## config.mk

```make
export PLATFORM = sky130hd
export DESIGN_NAME = message_tag_block_tokenizer
export DESIGN_NICKNAME = d
export VERILOG_FILES = /design/src/rtl/core/mtbt_pkg.sv /design/src/rtl/core/message_tag_block_tokenizer.sv /design/src/rtl/core/mtbt_front.sv /design/src/rtl/core/mtbt_queue.sv /design/src/rtl/core/mtbt_back.sv
export SDC_FILE = /design/constraint.sdc
export NUM_CORES = 1
export LEC_CHECK = 0
export BUFFER_PORTS_ARGS = -buffer_cell sky130_fd_sc_hd__buf_2
export CAP_MARGIN = 25
export CORE_MARGIN = 5
export CORE_UTILIZATION = 55
export CTS_CLUSTER_SIZE = 30
export DETAILED_ROUTE_END_ITERATION = 8
export MAX_ROUTING_LAYER = met4
export PLACE_DENSITY_LB_ADDON = 0.12
export SLEW_MARGIN = 0
export SYNTH_ARGS = -nofsm -noshare
export SYNTH_HDL_FRONTEND = slang
export SYNTH_SLANG_ARGS = --single-unit
```

## constraint.sdc

```tcl
create_clock -name i_clk -period 27.1 [get_ports i_clk]
set_input_delay 0 -clock i_clk [delete_from_list [all_inputs] [get_ports i_clk]]
set_output_delay 0 -clock i_clk [all_outputs]
set_load 0.01 [all_outputs]
```

## src/rtl/core/mtbt_pkg.sv

```systemverilog
`timescale 1ns / 1ps

package mtbt_pkg;

    // Byte codes the parser reacts to
    localparam logic [7:0] CHAR_NUL   = 8'h00;
    localparam logic [7:0] CHAR_SPACE = 8'h20;
    localparam logic [7:0] CHAR_EQ    = 8'h3D;
    localparam logic [7:0] CHAR_SEMI  = 8'h3B;

    // Field widths of an output word
    localparam int OFS_W   = 13;
    localparam int INDEX_W = 4;
    localparam int COUNT_W = 5;

    // Record kinds
    localparam logic KIND_TAG = 1'b0;
    localparam logic KIND_END = 1'b1;

    // Queue between front and back
    localparam int QUEUE_DEPTH = 4;
    localparam int QPTR_W      = 2;
    localparam int QCNT_W      = 3;

    // Everything one byte produces: an optional tag record, then an optional end record
    typedef struct packed {
        logic               tag_valid;
        logic [INDEX_W-1:0] tag_index;
        logic [OFS_W-1:0]   key_offset;
        logic [OFS_W-1:0]   key_length;
        logic               has_value;
        logic [OFS_W-1:0]   value_offset;
        logic [OFS_W-1:0]   value_length;
        logic               end_valid;
        logic [COUNT_W-1:0] tag_count;
        logic [OFS_W-1:0]   rest_offset;
    } t_bundle;

    // Queue head status seen by the back end
    typedef struct packed {
        logic not_empty;
    } t_qhead_ctl;

endpackage

```

## src/rtl/core/message_tag_block_tokenizer.sv

```systemverilog
`timescale 1ns / 1ps

// Message tag block tokenizer.
// Input channel (i_valid / o_ready): one line byte per word, i_first marks the
// first byte after the '@'. Output channel (o_valid / i_ready): tag records
// (key and value offsets and lengths) and one end record per block carrying
// the tag count and the offset of the rest of the line; o_last flags the last
// word produced by a byte.
// Throughput: one byte per cycle while the queue is not full. A byte that
// yields both a tag and an end record takes two output words, tag first.
// A record passes from its byte through the queue into the output register.
// The front end parses in the accept cycle and writes a four-entry queue; the
// back end drains that queue into the output register.
// Reset: parser waits for a start byte, queue and output register are empty.
// When the receiver stalls, the output word holds, the queue fills, and
// o_ready drops once four bytes with pending records are queued. Bytes that
// produce no record never enter the queue.

module message_tag_block_tokenizer #(
    parameter int MAX_TAGS   = 16,
    parameter int LINE_BYTES = 8192
) (
    input  logic                          i_clk,
    input  logic                          i_rst_n,
    input  logic                          i_valid,
    output logic                          o_ready,
    input  logic [7:0]                    i_byte_value,
    input  logic                          i_first,
    output logic                          o_valid,
    input  logic                          i_ready,
    output logic                          o_record_kind,
    output logic [mtbt_pkg::INDEX_W-1:0]  o_tag_index,
    output logic [mtbt_pkg::OFS_W-1:0]    o_key_offset,
    output logic [mtbt_pkg::OFS_W-1:0]    o_key_length,
    output logic                          o_has_value,
    output logic [mtbt_pkg::OFS_W-1:0]    o_value_offset,
    output logic [mtbt_pkg::OFS_W-1:0]    o_value_length,
    output logic [mtbt_pkg::COUNT_W-1:0]  o_tag_count,
    output logic [mtbt_pkg::OFS_W-1:0]    o_rest_offset,
    output logic                          o_last
);

    logic                 q_full;
    logic                 push;
    logic                 pop;
    mtbt_pkg::t_bundle    bundle;
    mtbt_pkg::t_bundle    head;
    mtbt_pkg::t_qhead_ctl qctl;

    assign o_ready = !q_full;

    mtbt_front #(
        .MAX_TAGS   (MAX_TAGS),
        .LINE_BYTES (LINE_BYTES)
    ) u_front (
        .i_clk        (i_clk),
        .i_rst_n      (i_rst_n),
        .i_valid      (i_valid && !q_full),
        .i_byte_value (i_byte_value),
        .i_first      (i_first),
        .o_push       (push),
        .o_bundle     (bundle)
    );

    mtbt_queue u_queue (
        .i_clk    (i_clk),
        .i_rst_n  (i_rst_n),
        .i_push   (push),
        .i_bundle (bundle),
        .o_full   (q_full),
        .o_head   (head),
        .o_ctl    (qctl),
        .i_pop    (pop)
    );

    mtbt_back u_back (
        .i_clk          (i_clk),
        .i_rst_n        (i_rst_n),
        .i_head         (head),
        .i_ctl          (qctl),
        .o_pop          (pop),
        .o_valid        (o_valid),
        .i_ready        (i_ready),
        .o_record_kind  (o_record_kind),
        .o_tag_index    (o_tag_index),
        .o_key_offset   (o_key_offset),
        .o_key_length   (o_key_length),
        .o_has_value    (o_has_value),
        .o_value_offset (o_value_offset),
        .o_value_length (o_value_length),
        .o_tag_count    (o_tag_count),
        .o_rest_offset  (o_rest_offset),
        .o_last         (o_last)
    );

endmodule

```

## src/rtl/core/mtbt_front.sv

```systemverilog
`timescale 1ns / 1ps

module mtbt_front #(
    parameter int MAX_TAGS   = 16,
    parameter int LINE_BYTES = 8192
) (
    input  logic                 i_clk,
    input  logic                 i_rst_n,
    input  logic                 i_valid,
    input  logic [7:0]           i_byte_value,
    input  logic                 i_first,
    output logic                 o_push,
    output mtbt_pkg::t_bundle    o_bundle
);

    localparam int PW = $clog2(LINE_BYTES);
    localparam int SW = $clog2(MAX_TAGS + 1);
    localparam logic [PW-1:0] POS_MAX   = PW'(LINE_BYTES - 1);
    localparam logic [SW-1:0] STORE_MAX = SW'(MAX_TAGS);

    typedef enum logic [1:0] {
        MODE_DONE,
        MODE_KEY,
        MODE_VALUE,
        MODE_SKIP
    } t_mode;

    t_mode         r_mode,   n_mode,   e_mode;
    logic [PW-1:0] r_pos,    n_pos,    e_pos;
    logic [PW-1:0] r_seg,    n_seg,    e_seg;
    logic [PW-1:0] r_klc,    n_klc,    e_klc;
    logic [PW-1:0] r_vst,    n_vst,    e_vst;
    logic          r_vseen,  n_vseen,  e_vseen;
    logic [SW-1:0] r_stored, n_stored, e_stored;

    logic [PW-1:0] pos_next;
    logic [PW-1:0] klen;
    logic          can_store;
    logic          close_tag;
    logic          emit_end;
    logic          tag_valid;

    // State as seen by this word: a start flag restarts the parser at offset 0
    always_comb begin
        if (i_valid && i_first) begin
            e_mode   = MODE_KEY;
            e_pos    = '0;
            e_seg    = '0;
            e_klc    = '0;
            e_vst    = '0;
            e_vseen  = 1'b0;
            e_stored = '0;
        end else begin
            e_mode   = r_mode;
            e_pos    = r_pos;
            e_seg    = r_seg;
            e_klc    = r_klc;
            e_vst    = r_vst;
            e_vseen  = r_vseen;
            e_stored = r_stored;
        end
    end

    // Classify the byte and update the parse state
    always_comb begin
        pos_next  = (e_pos >= POS_MAX) ? POS_MAX : e_pos + PW'(1);
        klen      = e_vseen ? e_klc : e_pos - e_seg;
        can_store = (klen != '0) && (e_stored < STORE_MAX);
        close_tag = 1'b0;
        emit_end  = 1'b0;
        n_mode    = e_mode;
        n_pos     = e_pos;
        n_seg     = e_seg;
        n_klc     = e_klc;
        n_vst     = e_vst;
        n_vseen   = e_vseen;
        if (i_valid && e_mode != MODE_DONE) begin
            n_pos = pos_next;
            case (e_mode)
                MODE_SKIP: begin
                    if (i_byte_value != mtbt_pkg::CHAR_SPACE) begin
                        emit_end = 1'b1;
                        n_mode   = MODE_DONE;
                    end
                end
                default: begin
                    if (i_byte_value == mtbt_pkg::CHAR_NUL) begin
                        close_tag = 1'b1;
                        emit_end  = 1'b1;
                        n_mode    = MODE_DONE;
                    end else if (i_byte_value == mtbt_pkg::CHAR_SPACE) begin
                        close_tag = 1'b1;
                        n_mode    = MODE_SKIP;
                    end else if (i_byte_value == mtbt_pkg::CHAR_SEMI) begin
                        close_tag = 1'b1;
                        n_mode    = MODE_KEY;
                        n_seg     = pos_next;
                        n_klc     = '0;
                        n_vst     = '0;
                        n_vseen   = 1'b0;
                    end else if (i_byte_value == mtbt_pkg::CHAR_EQ && e_mode == MODE_KEY) begin
                        n_klc   = e_pos - e_seg;
                        n_vst   = pos_next;
                        n_vseen = 1'b1;
                        n_mode  = MODE_VALUE;
                    end
                end
            endcase
        end
        tag_valid = close_tag && can_store;
        n_stored  = e_stored + SW'(tag_valid);
    end

    // Records for the queue
    always_comb begin
        o_push                = tag_valid || emit_end;
        o_bundle.tag_valid    = tag_valid;
        o_bundle.tag_index    = mtbt_pkg::INDEX_W'(e_stored);
        o_bundle.key_offset   = mtbt_pkg::OFS_W'(e_seg);
        o_bundle.key_length   = mtbt_pkg::OFS_W'(klen);
        o_bundle.has_value    = e_vseen;
        o_bundle.value_offset = e_vseen ? mtbt_pkg::OFS_W'(e_vst) : '0;
        o_bundle.value_length = e_vseen ? mtbt_pkg::OFS_W'(e_pos - e_vst) : '0;
        o_bundle.end_valid    = emit_end;
        o_bundle.tag_count    = mtbt_pkg::COUNT_W'(n_stored);
        o_bundle.rest_offset  = mtbt_pkg::OFS_W'(e_pos);
    end

    always_ff @(posedge i_clk) begin
        if (!i_rst_n) begin
            r_mode   <= MODE_DONE;
            r_pos    <= '0;
            r_seg    <= '0;
            r_klc    <= '0;
            r_vst    <= '0;
            r_vseen  <= 1'b0;
            r_stored <= '0;
        end else begin
            r_mode   <= n_mode;
            r_pos    <= n_pos;
            r_seg    <= n_seg;
            r_klc    <= n_klc;
            r_vst    <= n_vst;
            r_vseen  <= n_vseen;
            r_stored <= n_stored;
        end
    end

endmodule

```

## src/rtl/core/mtbt_queue.sv

```systemverilog
`timescale 1ns / 1ps

module mtbt_queue (
    input  logic                   i_clk,
    input  logic                   i_rst_n,
    input  logic                   i_push,
    input  mtbt_pkg::t_bundle      i_bundle,
    output logic                   o_full,
    output mtbt_pkg::t_bundle      o_head,
    output mtbt_pkg::t_qhead_ctl   o_ctl,
    input  logic                   i_pop
);

    mtbt_pkg::t_bundle r_mem [mtbt_pkg::QUEUE_DEPTH];

    logic [mtbt_pkg::QPTR_W-1:0] r_wr_ptr, n_wr_ptr;
    logic [mtbt_pkg::QPTR_W-1:0] r_rd_ptr, n_rd_ptr;
    logic [mtbt_pkg::QCNT_W-1:0] r_count,  n_count;

    // Pointer and fill count updates
    always_comb begin
        n_wr_ptr = i_push ? r_wr_ptr + mtbt_pkg::QPTR_W'(1) : r_wr_ptr;
        n_rd_ptr = i_pop  ? r_rd_ptr + mtbt_pkg::QPTR_W'(1) : r_rd_ptr;
        n_count  = r_count + mtbt_pkg::QCNT_W'(i_push) - mtbt_pkg::QCNT_W'(i_pop);
    end

    assign o_full        = (r_count == mtbt_pkg::QCNT_W'(mtbt_pkg::QUEUE_DEPTH));
    assign o_ctl.not_empty = (r_count != '0);
    assign o_head        = r_mem[r_rd_ptr];

    always_ff @(posedge i_clk) begin
        if (i_push) begin
            r_mem[r_wr_ptr] <= i_bundle;
        end
    end

    always_ff @(posedge i_clk) begin
        if (!i_rst_n) begin
            r_wr_ptr <= '0;
            r_rd_ptr <= '0;
            r_count  <= '0;
        end else begin
            r_wr_ptr <= n_wr_ptr;
            r_rd_ptr <= n_rd_ptr;
            r_count  <= n_count;
        end
    end

endmodule

```

## src/rtl/core/mtbt_back.sv

```systemverilog
`timescale 1ns / 1ps

module mtbt_back (
    input  logic                                i_clk,
    input  logic                                i_rst_n,
    input  mtbt_pkg::t_bundle                   i_head,
    input  mtbt_pkg::t_qhead_ctl                i_ctl,
    output logic                                o_pop,
    output logic                                o_valid,
    input  logic                                i_ready,
    output logic                                o_record_kind,
    output logic [mtbt_pkg::INDEX_W-1:0]        o_tag_index,
    output logic [mtbt_pkg::OFS_W-1:0]          o_key_offset,
    output logic [mtbt_pkg::OFS_W-1:0]          o_key_length,
    output logic                                o_has_value,
    output logic [mtbt_pkg::OFS_W-1:0]          o_value_offset,
    output logic [mtbt_pkg::OFS_W-1:0]          o_value_length,
    output logic [mtbt_pkg::COUNT_W-1:0]        o_tag_count,
    output logic [mtbt_pkg::OFS_W-1:0]          o_rest_offset,
    output logic                                o_last
);

    logic r_valid;
    logic r_tag_done;
    logic out_free;
    logic send_tag;
    logic send_end;

    // Tag record goes first; the end record of the same byte follows
    always_comb begin
        out_free = !r_valid || i_ready;
        send_tag = out_free && i_ctl.not_empty && i_head.tag_valid && !r_tag_done;
        send_end = out_free && i_ctl.not_empty && !send_tag;
        o_pop    = send_end || (send_tag && !i_head.end_valid);
    end

    assign o_valid = r_valid;

    always_ff @(posedge i_clk) begin
        if (!i_rst_n) begin
            r_valid    <= 1'b0;
            r_tag_done <= 1'b0;
        end else begin
            if (send_tag || send_end) begin
                r_valid <= 1'b1;
            end else if (out_free) begin
                r_valid <= 1'b0;
            end
            if (send_tag && i_head.end_valid) begin
                r_tag_done <= 1'b1;
            end else if (send_end) begin
                r_tag_done <= 1'b0;
            end
        end
    end

    // Output word register
    always_ff @(posedge i_clk) begin
        if (send_tag) begin
            o_record_kind  <= mtbt_pkg::KIND_TAG;
            o_tag_index    <= i_head.tag_index;
            o_key_offset   <= i_head.key_offset;
            o_key_length   <= i_head.key_length;
            o_has_value    <= i_head.has_value;
            o_value_offset <= i_head.value_offset;
            o_value_length <= i_head.value_length;
            o_tag_count    <= '0;
            o_rest_offset  <= '0;
            o_last         <= !i_head.end_valid;
        end else if (send_end) begin
            o_record_kind  <= mtbt_pkg::KIND_END;
            o_tag_index    <= '0;
            o_key_offset   <= '0;
            o_key_length   <= '0;
            o_has_value    <= 1'b0;
            o_value_offset <= '0;
            o_value_length <= '0;
            o_tag_count    <= i_head.tag_count;
            o_rest_offset  <= i_head.rest_offset;
            o_last         <= 1'b1;
        end
    end

endmodule

```

==> After elaboration in Yosys (flattened, before gate mapping) <==
Memories as Yosys holds them, arrays and structs flattened. A register that Yosys moved wholly into a read port is not among the register bits.
Cells that the tools add are included.
{ "word_totals": {"ramBits": 308, "word_cells": 137, "regBits": 146, "output_inout_bits": 79, "in_bits": 13, "mem_count": 1} }
{ "memory_table": {"columns": ["name", "depth", "width", "read_ports", "rd_ports_with_merged_regs", "wr", "line_no", "text"], "rows": [
  ["u_queue.r_mem", 4, 77, 1, 1, 1, "mtbt_queue.sv:14", "mtbt_pkg::t_bundle r_mem [mtbt_pkg::QUEUE_DEPTH];"]
]} }
{ "op_classes": {"n_reduce_logical": 28, "muxes": 69, "n_addsub": 8, "n_lt_le_gt_ge": 2, "eq_ne": 7} }
{ "op_table": {"columns": ["op", "count"], "rows": [
  ["$mux W13", 31],
  ["$sub A13 B13 Y13", 2],
  ["$mux W1", 25],
  ["$eq A8 B6 Y1 const B", 3],
  ["$mux W2", 10],
  ["$add A13 B1 Y13 const B", 1],
  ["$ge A13 B13 Y1 const B", 1],
  ["$reduce_bool A13 Y1", 1],
  ["$logic_and A1 B1 Y1", 12],
  ["$logic_not A8 Y1", 1],
  ["$mux W4", 2],
  ["$ne A8 B6 Y1 const B", 1],
  ["$reduce_bool A2 Y1", 4],
  ["$add A5 B1 Y5", 1],
  ["$logic_not A1 Y1", 5],
  ["$lt A5 B5 Y1 const B", 1],
  ["$mux W5", 1],
  ["$add A2 B1 Y2 const B", 2],
  ["$logic_or A1 B1 Y1", 4],
  ["$add A3 B1 Y3", 1],
  ["$eq A3 B3 Y1 const B", 1],
  ["$reduce_bool A3 Y1", 1],
  ["$sub A3 B1 Y3", 1],
  ["$eq A2 B1 Y1 const B", 1],
  ["$eq A2 B2 Y1 const B", 1]
]} }

==> Logic depth before layout (Yosys ltp) <==
Gate-level depths: netlist (run 1).
{ "logic_depth": {"depth_word": 13, "depth_mapped": 28, "depth_no_buf": 24} }

==> Hierarchy <==
A second synthesis (run 1) with hierarchy kept.
{ "hier_totals": {"hier_cells": 1421, "hier_area_um2": 19979.2} }
{ "modules_own_cells": {"columns": ["mod", "instances", "cells_per_inst", "area_each_um2", "seq_area_each_um2"], "rows": [
  ["mtbt_queue", 1, 446, 11588.6, 9429.0],
  ["mtbt_front", 1, 752, 5388.9, 1201.2],
  ["mtbt_back", 1, 221, 2991.6, 2162.1],
  ["message_tag_block_tokenizer", 1, 2, 10.0, 0.0]
]} }

==> Worst setup path before layout (run 1) <==
No wires, ideal clock.
{ "synth_path": {"kind": "reg2reg", "start": "reg u_queue.r_count[1] (netlist name)", "end": "mem u_queue.r_mem[0][0] (netlist name), enable pin", "t_arrival_ns": 8.006, "setup_ns": 0.522, "stages_incl_launch_ff": 23, "synth_period_minus_slack_ns": 8.528, "slack_ns": 18.572, "path_cell_list": "dfxtp_1 -> nor3b_4 -> inv_2 -> nand2_2 -> clkbuf_1 -> buf_2 -> clkbuf_1 -> clkbuf_1 -> and2_1 -> ha_1 -> inv_1 -> fa_1 -> clkbuf_1 -> nand2b_1 -> a2111oi_0 -> a211oi_1 -> nand2_1 -> xnor2_1 -> o2111ai_1 -> nor4_4 -> a41oi_4 -> nor2_4 -> nor2b_1"} }
{ "synth_lines": {"columns": ["item", "line_no", "text"], "rows": [
  ["start: declaration", "mtbt_queue.sv:18", "logic [mtbt_pkg::QCNT_W-1:0] r_count, n_count;"],
  ["start signal: assignment", "mtbt_queue.sv:45", "r_count <= n_count;"],
  ["end: declaration", "mtbt_queue.sv:14", null]
]} }

==> metrics.json, run 1 <==
{
  "detailed_routing": {
    "antenna_violating_nets_post_route": 0,
    "drt_wl_total_mm": 45.4,
    "remaining_drc_errors": 0,
    "post_drt_wl_per_cell_um": 23.5,
    "num_vias": 11579,
    "viasPerCell": 6.00,
    "drt_iter0_markers": 1004,
    "detailedRoute.firstPassIterationCount": 6
  },
  "place": {
    "dp.final_hpwl_mm": 30.1,
    "placed_cells_incl_taps": 1837,
    "final_weighted_congestion_in_routability_driven_placement": 0.958,
    "postPlaceCellArea_um2": 20300,
    "port-buffer-count": 91
  },
  "sta": {
    "period_needed_ps": 6510,
    "report.final.setup_viol": 0,
    "portion_of_the_clock_cycle_consumed_by_the_worst_path_in_the_final_layout_pct": 24.0,
    "clock-skew-final_ps": 16.2,
    "grt_setup_unrepaired": "no",
    "timing_max_transition_violations_final": 0,
    "worst-slew-pin-transition_ps": 951,
    "hold_viol_final": 0,
    "max_freq_ghz": 0.154,
    "setup_tns_ps": 0,
    "max_slew_headroom_pct": 36.6
  },
  "synthesis": {
    "synthSimpleGateAreaFrac_pct": 11.5,
    "syn-instance-count": 1352,
    "synth_compound_area_share_pct": 6.71,
    "synth.area.mux_share_pct": 9.35,
    "synth-warning-count": 0,
    "synthAdderAreaFrac_pct": 1.95,
    "postSynthNetCount": 1391,
    "synth_enable_flop_cells": 366,
    "yosys-top-cells-area": "edfxtp_1, dfxtp_1, mux4_2",
    "syn-mean-instance-area_um2": 14.3,
    "synth_xor_xnor_area_share_pct": 1.90,
    "synthesis.area_um2": 19300,
    "synth.distinct_cells": 71,
    "yosysMostFrequentCell": "edfxtp_1",
    "synth_largest_area_cell": "edfxtp_1",
    "largest_family_of_logic_cells_by_synthesized_area": "simple AND/OR/NAND/NOR gates",
    "most_common_library_cells_after_synthesis": "edfxtp_1, nand2_1, dfxtp_1, nor2_1",
    "synth_largest_type_area_fraction_pct": 56.8,
    "ys.flop_type": "edfxtp_1",
    "postSynthRegisterBits": 456,
    "async_reset_ff_share_pct": 0,
    "synth.yosys.seq_area_share_pct": 66.1
  },
  "finish": {
    "post_layout_nonfiller_instances": 1929,
    "layout.cell_area.non_filler_um2": 21900,
    "area_growth_pct": 13.1,
    "finalNetCount": 1476,
    "regMostFlops": "u_queue.r_mem",
    "largest_reg_flops": 308,
    "antenna-diode-count": 0,
    "final_layout_size_suffix_gt1_share_pct": 18.7
  },
  "floorplanning": {
    "die_x_um": 198,
    "die_h_um": 198,
    "placeableCoreArea_um2": 34600,
    "placementRows": 68,
    "ioPinCount": 92,
    "floorplan.initialDensity_pct": 55.9,
    "design.die.area_um2": 39000
  },
  "worst_setup_path": {
    "worst-r2r-setup-slack_ps": 20590,
    "cp_cell_sequence": "nor3b_4, inv_2, nand2_2, and2_1, inv_1, ha_1, inv_1, fa_1, nand2b_1, a2111oi_0, a211oi_1, nand2_1, o211a_1, nor3_1, mux2i_1, a41oi_4, nor2_4, nor2b_4, buf_4",
    "timing.critical_path.slowest_cell_delay_ps": 790,
    "critical_path.startpoint_type": "flip-flop",
    "crit_required_ps": 27270,
    "path_common_cell": "inv_1",
    "gate_family_responsible_for_the_most_delay_along_the_worst_path": "simple AND/OR/NAND/NOR gates",
    "critical_path.n_buffers_inverters": 4,
    "worstSetupEndpointType": "flip-flop",
    "critical_path_arrival_ps": 6680,
    "worst-setup-path-type": "reg -> reg",
    "worstPathMaxFanout": 61,
    "timing.critical_path.slowest_stage_cell": "buf_4"
  },
  "power": {
    "power_per_cell_area_nw_per_um2": 90.4,
    "p_leak_nw": 8.33,
    "power.ir.vdd_worst_v": 0.0000605
  },
  "clock_network": {
    "cts-root-to-sink-buffers": 3,
    "clk_latency_ps": 560,
    "number_of_buffers_added_by_the_clock_tree_synthesis_step": 46,
    "post_cts_resize_count": 0,
    "post_cts.repair.setup_buffers": 0,
    "cts-hold-fix-buffers": 5,
    "cts.sink_count": 456,
    "clk_pin_slew_ps": 60,
    "htree_levels": 2,
    "cts_tree": "built",
    "cts.root.buffer_cell": "clkbuf_16"
  },
  "run_status": {
    "outcome": "completed"
  },
  "global_route": {
    "global_route_wire_length_before_repair_mm": 69.1,
    "grt_start_max_net_pins": 71,
    "global_route.overflow_total": 0,
    "via_count_of_the_first_global_routing_pass": 11370,
    "grt_util_all_layers_pct": 24.0,
    "grt_antenna_before_repair": 0
  },
  "run": {
    "timing.max_cap.violations": 0
  },
  "min_path": {
    "hold_path.class": "in -> reg"
  }
}
[logic make-up after synthesis]
kind of cell,count (synthesis)
muxes,84
xor gates and xnor gates,42
DFF,456
AOI/OAI and AO/OA,193
buffers and inverters,122
adders and majority gates,29
and+or+nand+nor,426
[placed cells by master (no fill, tap or decap), types with 18 or more instances in the layout]
| cell | count |
|---|---|
| edfxtp_1 | 366 |
| nand2_1 | 106 |
| buf_2 | 92 |
| dfxtp_1 | 88 |
| nor2_1 | 79 |
| mux4_2 | 77 |
| and3_1 | 77 |
| o21ai_0 | 60 |
| clkbuf_16 | 48 |
| and2_1 | 40 |
| inv_1 | 38 |
| a21oi_1 | 36 |
| nor2b_1 | 28 |
| xnor2_1 | 25 |
| ha_1 | 23 |
| nor3_1 | 19 |
| buf_4 | 18 |
[routing by layer]
layer	wire length (um)	GRT usage, %
met1	19700	33.5
met3	3480	5.56
met5	0	-
met4	1210	6.58
met2	21000	36.1
[tightest hold or removal path: cells and delay by family]
family | cells | cell delay, ps
buffers and inverters | 1 | 120
AO/OA/AOI/OAI | 2 | 270
AND/OR/NAND/NOR | 2 | 130
[worst paths after layout]
path,from,end,depth (start not counted)
hold / removal,i_byte_value[5],u_front.r_mode[0],5
setup / recovery,u_queue.r_count[2],u_queue.r_mem[1][6],19
setup reg to reg,u_queue.r_count[2],u_queue.r_mem[1][6],19
hold reg to reg,u_back.o_rest_offset[3],u_back.o_rest_offset[3],2
[per-stage QoR]
step / hold slack, ps / setup slack (ps) / power (mW) / utilization, %
after global routing: 82.7 / 20190 / 2.07 / 63.1
after floorplan: 211 / 18570 / 1.20 / -
final: 29.6 / 20590 / 1.98 / 63.1
after CTS: 8.63 / 20630 / 2.00 / 63.0
after global placement: 401 / 20840 / 1.36 / 58.5
after detailed placement: 401 / 20650 / 1.37 / 58.5
[layout make-up]
type	count	area, um^2
inverter	41	154
fill	2527	12800
timing repair buffer	118	713
multi-input combinational	774	6140
clock inverter	17	188
tap	455	569
sequential	456	12800
clock buffer	68	1310
[where the power goes]
group | internal, mW | switching, mW | leakage [nW] | total (mW)
Clock | 0.372 | 0.254 | 0.724 | 0.627
Sequential | 0.846 | 0.0367 | 4.30 | 0.883
Combinational | 0.190 | 0.278 | 3.30 | 0.468
Total | 1.41 | 0.569 | 8.33 | 1.98
(Power assumes the default switching activity.)
==> inputs of run 2 (changes only) <==
- clock period: 27.1 -> 5.4 ns (I/O delays scaled with it)
==> metrics.json, run 2 (synthesized netlist as in run 1, its figures left out) <==
{
  "run_status": {
    "outcome": "completed"
  },
  "clock_network": {
    "cts_tree": "built",
    "number_of_buffers_added_by_the_clock_tree_synthesis_step": 45,
    "cts.root.buffer_cell": "clkbuf_16",
    "cts.sink_count": 456,
    "post_cts_resize_count": 0,
    "cts-root-to-sink-buffers": 3,
    "htree_levels": 2,
    "clk_latency_ps": 560,
    "clk_pin_slew_ps": 60
  },
  "detailed_routing": {
    "viasPerCell": 5.93,
    "wl_met3_mm": 2.89,
    "dr_wl_met2_mm": 21.8,
    "antenna_violating_nets_post_route": 0,
    "remaining_drc_errors": 0,
    "post_drt_wl_per_cell_um": 23.4,
    "route.layer.met1.wl_mm": 19.7,
    "drt_wl_total_mm": 45.5,
    "maxUsedRoutingLayer": "met4",
    "num_vias": 11523,
    "drt_iter0_markers": 865,
    "detailedRoute.firstPassIterationCount": 5
  },
  "power": {
    "p_leak_nw": 8.42,
    "power_per_cell_area_nw_per_um2": 451,
    "power.ir.vdd_worst_v": 0.000450
  },
  "worst_setup_path": {
    "worst-r2r-setup-slack_ps": 350,
    "timing.reg2reg.worst_path_depth": 21,
    "timing.rr.end": "u_front.r_stored[4]",
    "crit_required_ps": 5850,
    "worstPathMaxFanout": 13,
    "timing.rr.start": "u_queue.r_count[2]",
    "worst-setup-path-type": "reg -> reg",
    "critical_path_arrival_ps": 5500,
    "critical_path.startpoint_type": "flip-flop",
    "worstSetupEndpointType": "flip-flop"
  },
  "min_path": {
    "hp-start": "i_byte_value[1]",
    "hold_path.class": "in -> reg",
    "worstHoldEndpoint": "u_front.r_vst[11]",
    "cells_on_worst_hold_path": 4
  },
  "finish": {
    "fill_cell_total_of_the_finished_layout": 2572,
    "post_layout_nonfiller_instances": 1943,
    "regMostFlops": "u_queue.r_mem",
    "utilization_pct": 63.7,
    "finalNetCount": 1489,
    "area_growth_pct": 14.1,
    "largest_reg_flops": 308,
    "layout_commonest_cell": "edfxtp_1",
    "final_cell_mix": "edfxtp_1, nand2_1, buf_2, dfxtp_1, nor2_1",
    "final_layout_size_suffix_gt1_share_pct": 20.9,
    "layout.cell_area.non_filler_um2": 22100
  },
  "place": {
    "dp.final_hpwl_mm": 30.1,
    "port-buffer-count": 91,
    "final_weighted_congestion_in_routability_driven_placement": 0.932,
    "placed_cells_incl_taps": 1852,
    "postPlaceCellArea_um2": 20500
  },
  "floorplanning": {
    "floorplan.initialDensity_pct": 55.9,
    "die_h_um": 198,
    "ioPinCount": 92,
    "design.die.area_um2": 39000,
    "die_x_um": 198,
    "placeableCoreArea_um2": 34600,
    "placementRows": 68
  },
  "global_route": {
    "grt_antenna_before_repair": 1,
    "grt_util_all_layers_pct": 24.3,
    "grt_start_max_net_pins": 72,
    "global_route_wire_length_before_repair_mm": 69.8,
    "via_count_of_the_first_global_routing_pass": 11616,
    "global_route.overflow_total": 0
  },
  "sta": {
    "report.final.setup_viol": 0,
    "max_slew_headroom_pct": 38.1,
    "worst-slew-pin-transition_ps": 929,
    "portion_of_the_clock_cycle_consumed_by_the_worst_path_in_the_final_layout_pct": 93.5,
    "hold_viol_final": 0,
    "setup_tns_ps": 0,
    "clock-skew-final_ps": 13.6,
    "period_needed_ps": 5050,
    "timing_max_transition_violations_final": 0,
    "grt_setup_unrepaired": "no",
    "max_freq_ghz": 0.198
  },
  "run": {
    "timing.max_cap.violations": 0
  }
}
## run 2: area by class of cell
| cell class | count | area (um^2) | share of cell area (%) |
|---|---|---|---|
| well taps | 455 | 569 | 2.58 |
| clock buffers | 61 | 1270 | 5.75 |
| inverters | 41 | 154 | 0.697 |
| diodes | 1 | 2.50 | 0.0113 |
| clock inverters | 23 | 229 | 1.04 |
| flip-flops and latches | 456 | 12800 | 58.0 |
| repair buffers | 132 | 871 | 3.94 |
| multi-input cells | 774 | 6170 | 28.0 |
## run 2: power breakdown
part	internal (mW)	switching [mW]
clock	1.85	1.30
sequential	4.25	0.220
combinational	0.957	1.38
## run 2: how the worst max path moves through the flow
stage | slack (ps) | startpoint | end
2_1_floorplan | 6 | u_queue.r_count[1] | u_queue.r_mem[0][0]
3_3_place_gp | 470 | u_queue.r_count[2] | u_queue.r_count[2]
3_5_place_dp | 300 | u_queue.r_count[2] | u_front.r_stored[4]
4_1_cts | 280 | u_queue.r_count[2] | u_front.r_stored[4]
5_1_grt | 70 | u_queue.r_count[2] | u_queue.r_count[2]
6_report | 350 | u_queue.r_count[2] | u_front.r_stored[4]
## run 2: layer usage
metal | track usage [%] | up-vias
met5 | - | -
met4 | 6.71 | 0
met3 | 4.50 | 81
met2 | 37.8 | 355
met1 | 33.4 | 5786
li1 | - | 5301
## run 2: timing repair
action,4_1_cts,5_1_grt
hold endpoints to repair,3,0
setup buffers,0,3
hold buffers,3,0
setup endpoints to repair,0,8
## run 2: through the flow
step | total power, mW | setup slack, ps | hold slack [ps]
after floorplan | 6.06 | 5.67 | 211
after global placement | 6.85 | 469 | 403
after detailed placement | 6.90 | 296 | 411
after CTS | 10.1 | 284 | 8.46
after global routing | 10.4 | 69.0 | 45.5
final | 9.95 | 352 | 57.6
## run 2: critical path: stages, from the launching register on
cell      delay [ps]
dfxtp_2          390
nor3b_4          320
inv_2            180
nand2_4          180
and2_4           210
ha_4             140
inv_1             50
fa_2             460
nand2b_1         130
a311oi_1         120
a2111o_1         430
a41oi_2          210
xnor2_1          120
mux2_4           310
nor4_4           340
a41oi_4          270
ha_1             310
ha_1             220
nand3_1          100
xor2_1           170
nor2_1           110
and2_1           160
==> inputs of run 3 (changes only) <==
- CELL_PAD_IN_SITES_DETAIL_PLACEMENT: default -> 2
- CELL_PAD_IN_SITES_GLOBAL_PLACEMENT: default -> 2
- CORE_UTILIZATION: 55 -> 40
- SLEW_MARGIN: 0 -> default
- TNS_END_PERCENT: default -> 10
==> metrics.json, run 3 (synthesized netlist as in run 1, its figures left out) <==
{
  "run_status": {
    "outcome": "completed"
  },
  "worst_setup_path": {
    "crit_required_ps": 5610,
    "critical_path.startpoint_type": "flip-flop",
    "cp_cell_sequence": "nor3b_4, inv_2, nand2_4, nand2_1, inv_1, ha_1, nor2b_1, nor4_1, o211ai_2, nor4_1, a21oi_1, xor2_1, o21bai_1, a41oi_4, nor2_4, buf_4, nor2b_4, buf_4",
    "critical_path.n_buffers_inverters": 4,
    "worstPathMaxFanout": 30,
    "worstSetupEndpointType": "flip-flop",
    "worst-setup-path-type": "reg -> reg",
    "timing.reg2reg.worst_path_depth": 18,
    "critical_path_arrival_ps": 5200,
    "critical_path_cell_count": 18,
    "gate_family_responsible_for_the_most_delay_along_the_worst_path": "simple AND/OR/NAND/NOR gates",
    "timing.critical_path.slowest_cell_delay_ps": 570,
    "timing.critical_path.slowest_stage_cell": "a41oi_4"
  },
  "power": {
    "power.ir.vdd_worst_v": 0.000361,
    "overall_power_after_layout_mw": 10.1,
    "power_per_cell_area_nw_per_um2": 455,
    "p_leak_nw": 8.40,
    "switching_power_mw": 3.07,
    "clkPwrFrac_pct": 31.3,
    "sequentialPowerShare_pct": 43.9,
    "p_int_mw": 7.04,
    "combinational_fraction_of_design_power_pct": 24.8,
    "power.share.switching_pct": 30.4
  },
  "sta": {
    "report.final.setup_viol": 0,
    "timing_max_transition_violations_final": 0,
    "clock-skew-final_ps": 19.9,
    "worst-slew-pin-transition_ps": 1170,
    "max_slew_headroom_pct": 21.2,
    "setup_tns_ps": 0,
    "grt_setup_unrepaired": "no",
    "hold_viol_final": 0,
    "portion_of_the_clock_cycle_consumed_by_the_worst_path_in_the_final_layout_pct": 92.3,
    "max_freq_ghz": 0.201,
    "period_needed_ps": 4990
  },
  "clock_network": {
    "cts_tree": "built",
    "clk_latency_ps": 580,
    "cts.root.buffer_cell": "clkbuf_16",
    "number_of_buffers_added_by_the_clock_tree_synthesis_step": 49,
    "cts.sink_count": 456,
    "clk_pin_slew_ps": 60,
    "cts-root-to-sink-buffers": 3,
    "htree_levels": 2,
    "post_cts.repair.setup_buffers": 0
  },
  "finish": {
    "final_layout_size_suffix_gt1_share_pct": 20.4,
    "layout_commonest_cell": "edfxtp_1",
    "area_growth_pct": 14.9,
    "fill_cell_total_of_the_finished_layout": 4530,
    "regMostFlops": "u_queue.r_mem",
    "largest_reg_flops": 308,
    "final_cell_mix": "edfxtp_1, nand2_1, buf_2, dfxtp_1",
    "finalNetCount": 1493
  },
  "global_route": {
    "global_route.overflow_total": 0,
    "via_count_of_the_first_global_routing_pass": 13152,
    "global_route_wire_length_before_repair_mm": 86.6,
    "grt_util_all_layers_pct": 22.2,
    "grt_antenna_before_repair": 1,
    "grt_start_max_net_pins": 72
  },
  "floorplanning": {
    "die_x_um": 230,
    "die_h_um": 230,
    "placementRows": 80,
    "design.die.area_um2": 52800,
    "floorplan.initialDensity_pct": 40.5,
    "ioPinCount": 92,
    "placeableCoreArea_um2": 47700
  },
  "place": {
    "port-buffer-count": 91,
    "dp.final_hpwl_mm": 38.2,
    "final_weighted_congestion_in_routability_driven_placement": 0.862
  },
  "detailed_routing": {
    "detailedRoute.firstPassIterationCount": 5,
    "antenna_violating_nets_post_route": 0,
    "remaining_drc_errors": 0,
    "viasPerCell": 5.60,
    "drt_iter0_markers": 615,
    "post_drt_wl_per_cell_um": 26.9,
    "drt_wl_total_mm": 56.8,
    "num_vias": 11814
  },
  "min_path": {
    "hold_path.class": "in -> reg",
    "cells_on_worst_hold_path": 4
  },
  "run": {
    "timing.max_cap.violations": 0
  }
}
run 3: through the flow:
step | worst slack [ps] | area [um^2] | instances | hold slack (ps) | utilization, %
2_1_floorplan | 5.67 | 19500 | 1352 | 211 | -
3_3_place_gp | 535 | 20700 | 2016 | 408 | 43.4
3_5_place_dp | 284 | 20700 | 2016 | 405 | 43.4
4_1_cts | 260 | 22200 | 2108 | 35.5 | 46.5
5_1_grt | 71.0 | 22200 | 2108 | 70.6 | 46.5
6_report | 414 | 22200 | 2110 | 49.6 | 46.6
run 3: final timing paths:
path                           startpoint                 endpoint  slack (ps)
hold reg to reg   u_back.o_rest_offset[4]  u_back.o_rest_offset[4]         450
setup / recovery       u_queue.r_count[2]     u_queue.r_mem[1][32]         410
hold / removal                    i_valid        u_front.r_mode[0]          50
setup reg to reg       u_queue.r_count[2]     u_queue.r_mem[1][32]         410
run 3: layout make-up:
cell class	instances	area [um^2]	share of cell area, %
sequential	456	12800	57.6
multi-input combinational	774	6180	27.8
clock buffer	72	1340	6.04
timing repair buffer	132	831	3.74
tap	615	769	3.46
inverter	41	154	0.692
clock inverter	18	138	0.619
antenna	2	5.00	0.0225
run 3: power groups by stage:
| stage | clock network [mW] | logic [mW] | registers (mW) |
|---|---|---|---|
| 3_5_place_dp | 0 | 2.55 | 4.52 |
| 6_report | 3.16 | 2.51 | 4.44 |
| 5_1_grt | 3.41 | 2.74 | 4.48 |
| 2_1_floorplan | 0 | 1.47 | 4.59 |
| 3_3_place_gp | 0 | 2.45 | 4.48 |
| 4_1_cts | 3.25 | 2.57 | 4.45 |
run 3: per-layer routing:
layer | GRT usage [%] | vias up | part of all wire [%]
met1 | 29.0 | 6235 | 45
met3 | 3.05 | 66 | 2.9
met5 | - | - | 0
met2 | 37.3 | 199 | 51
li1 | - | 5314 | -
met4 | 5.14 | 0 | 2.0
run 3: repair_timing:
item / in CTS / in global routing
hold buffers: 2 / 0
resized for setup: 0 / 1
setup endpoints to repair: 0 / 1
hold endpoints to repair: 3 / 0
run 3: worst min-delay path, stage by stage:
cell,delay [ps]
buf_2,130
nand2_1,230
a21oi_1,120
nor2b_1,100
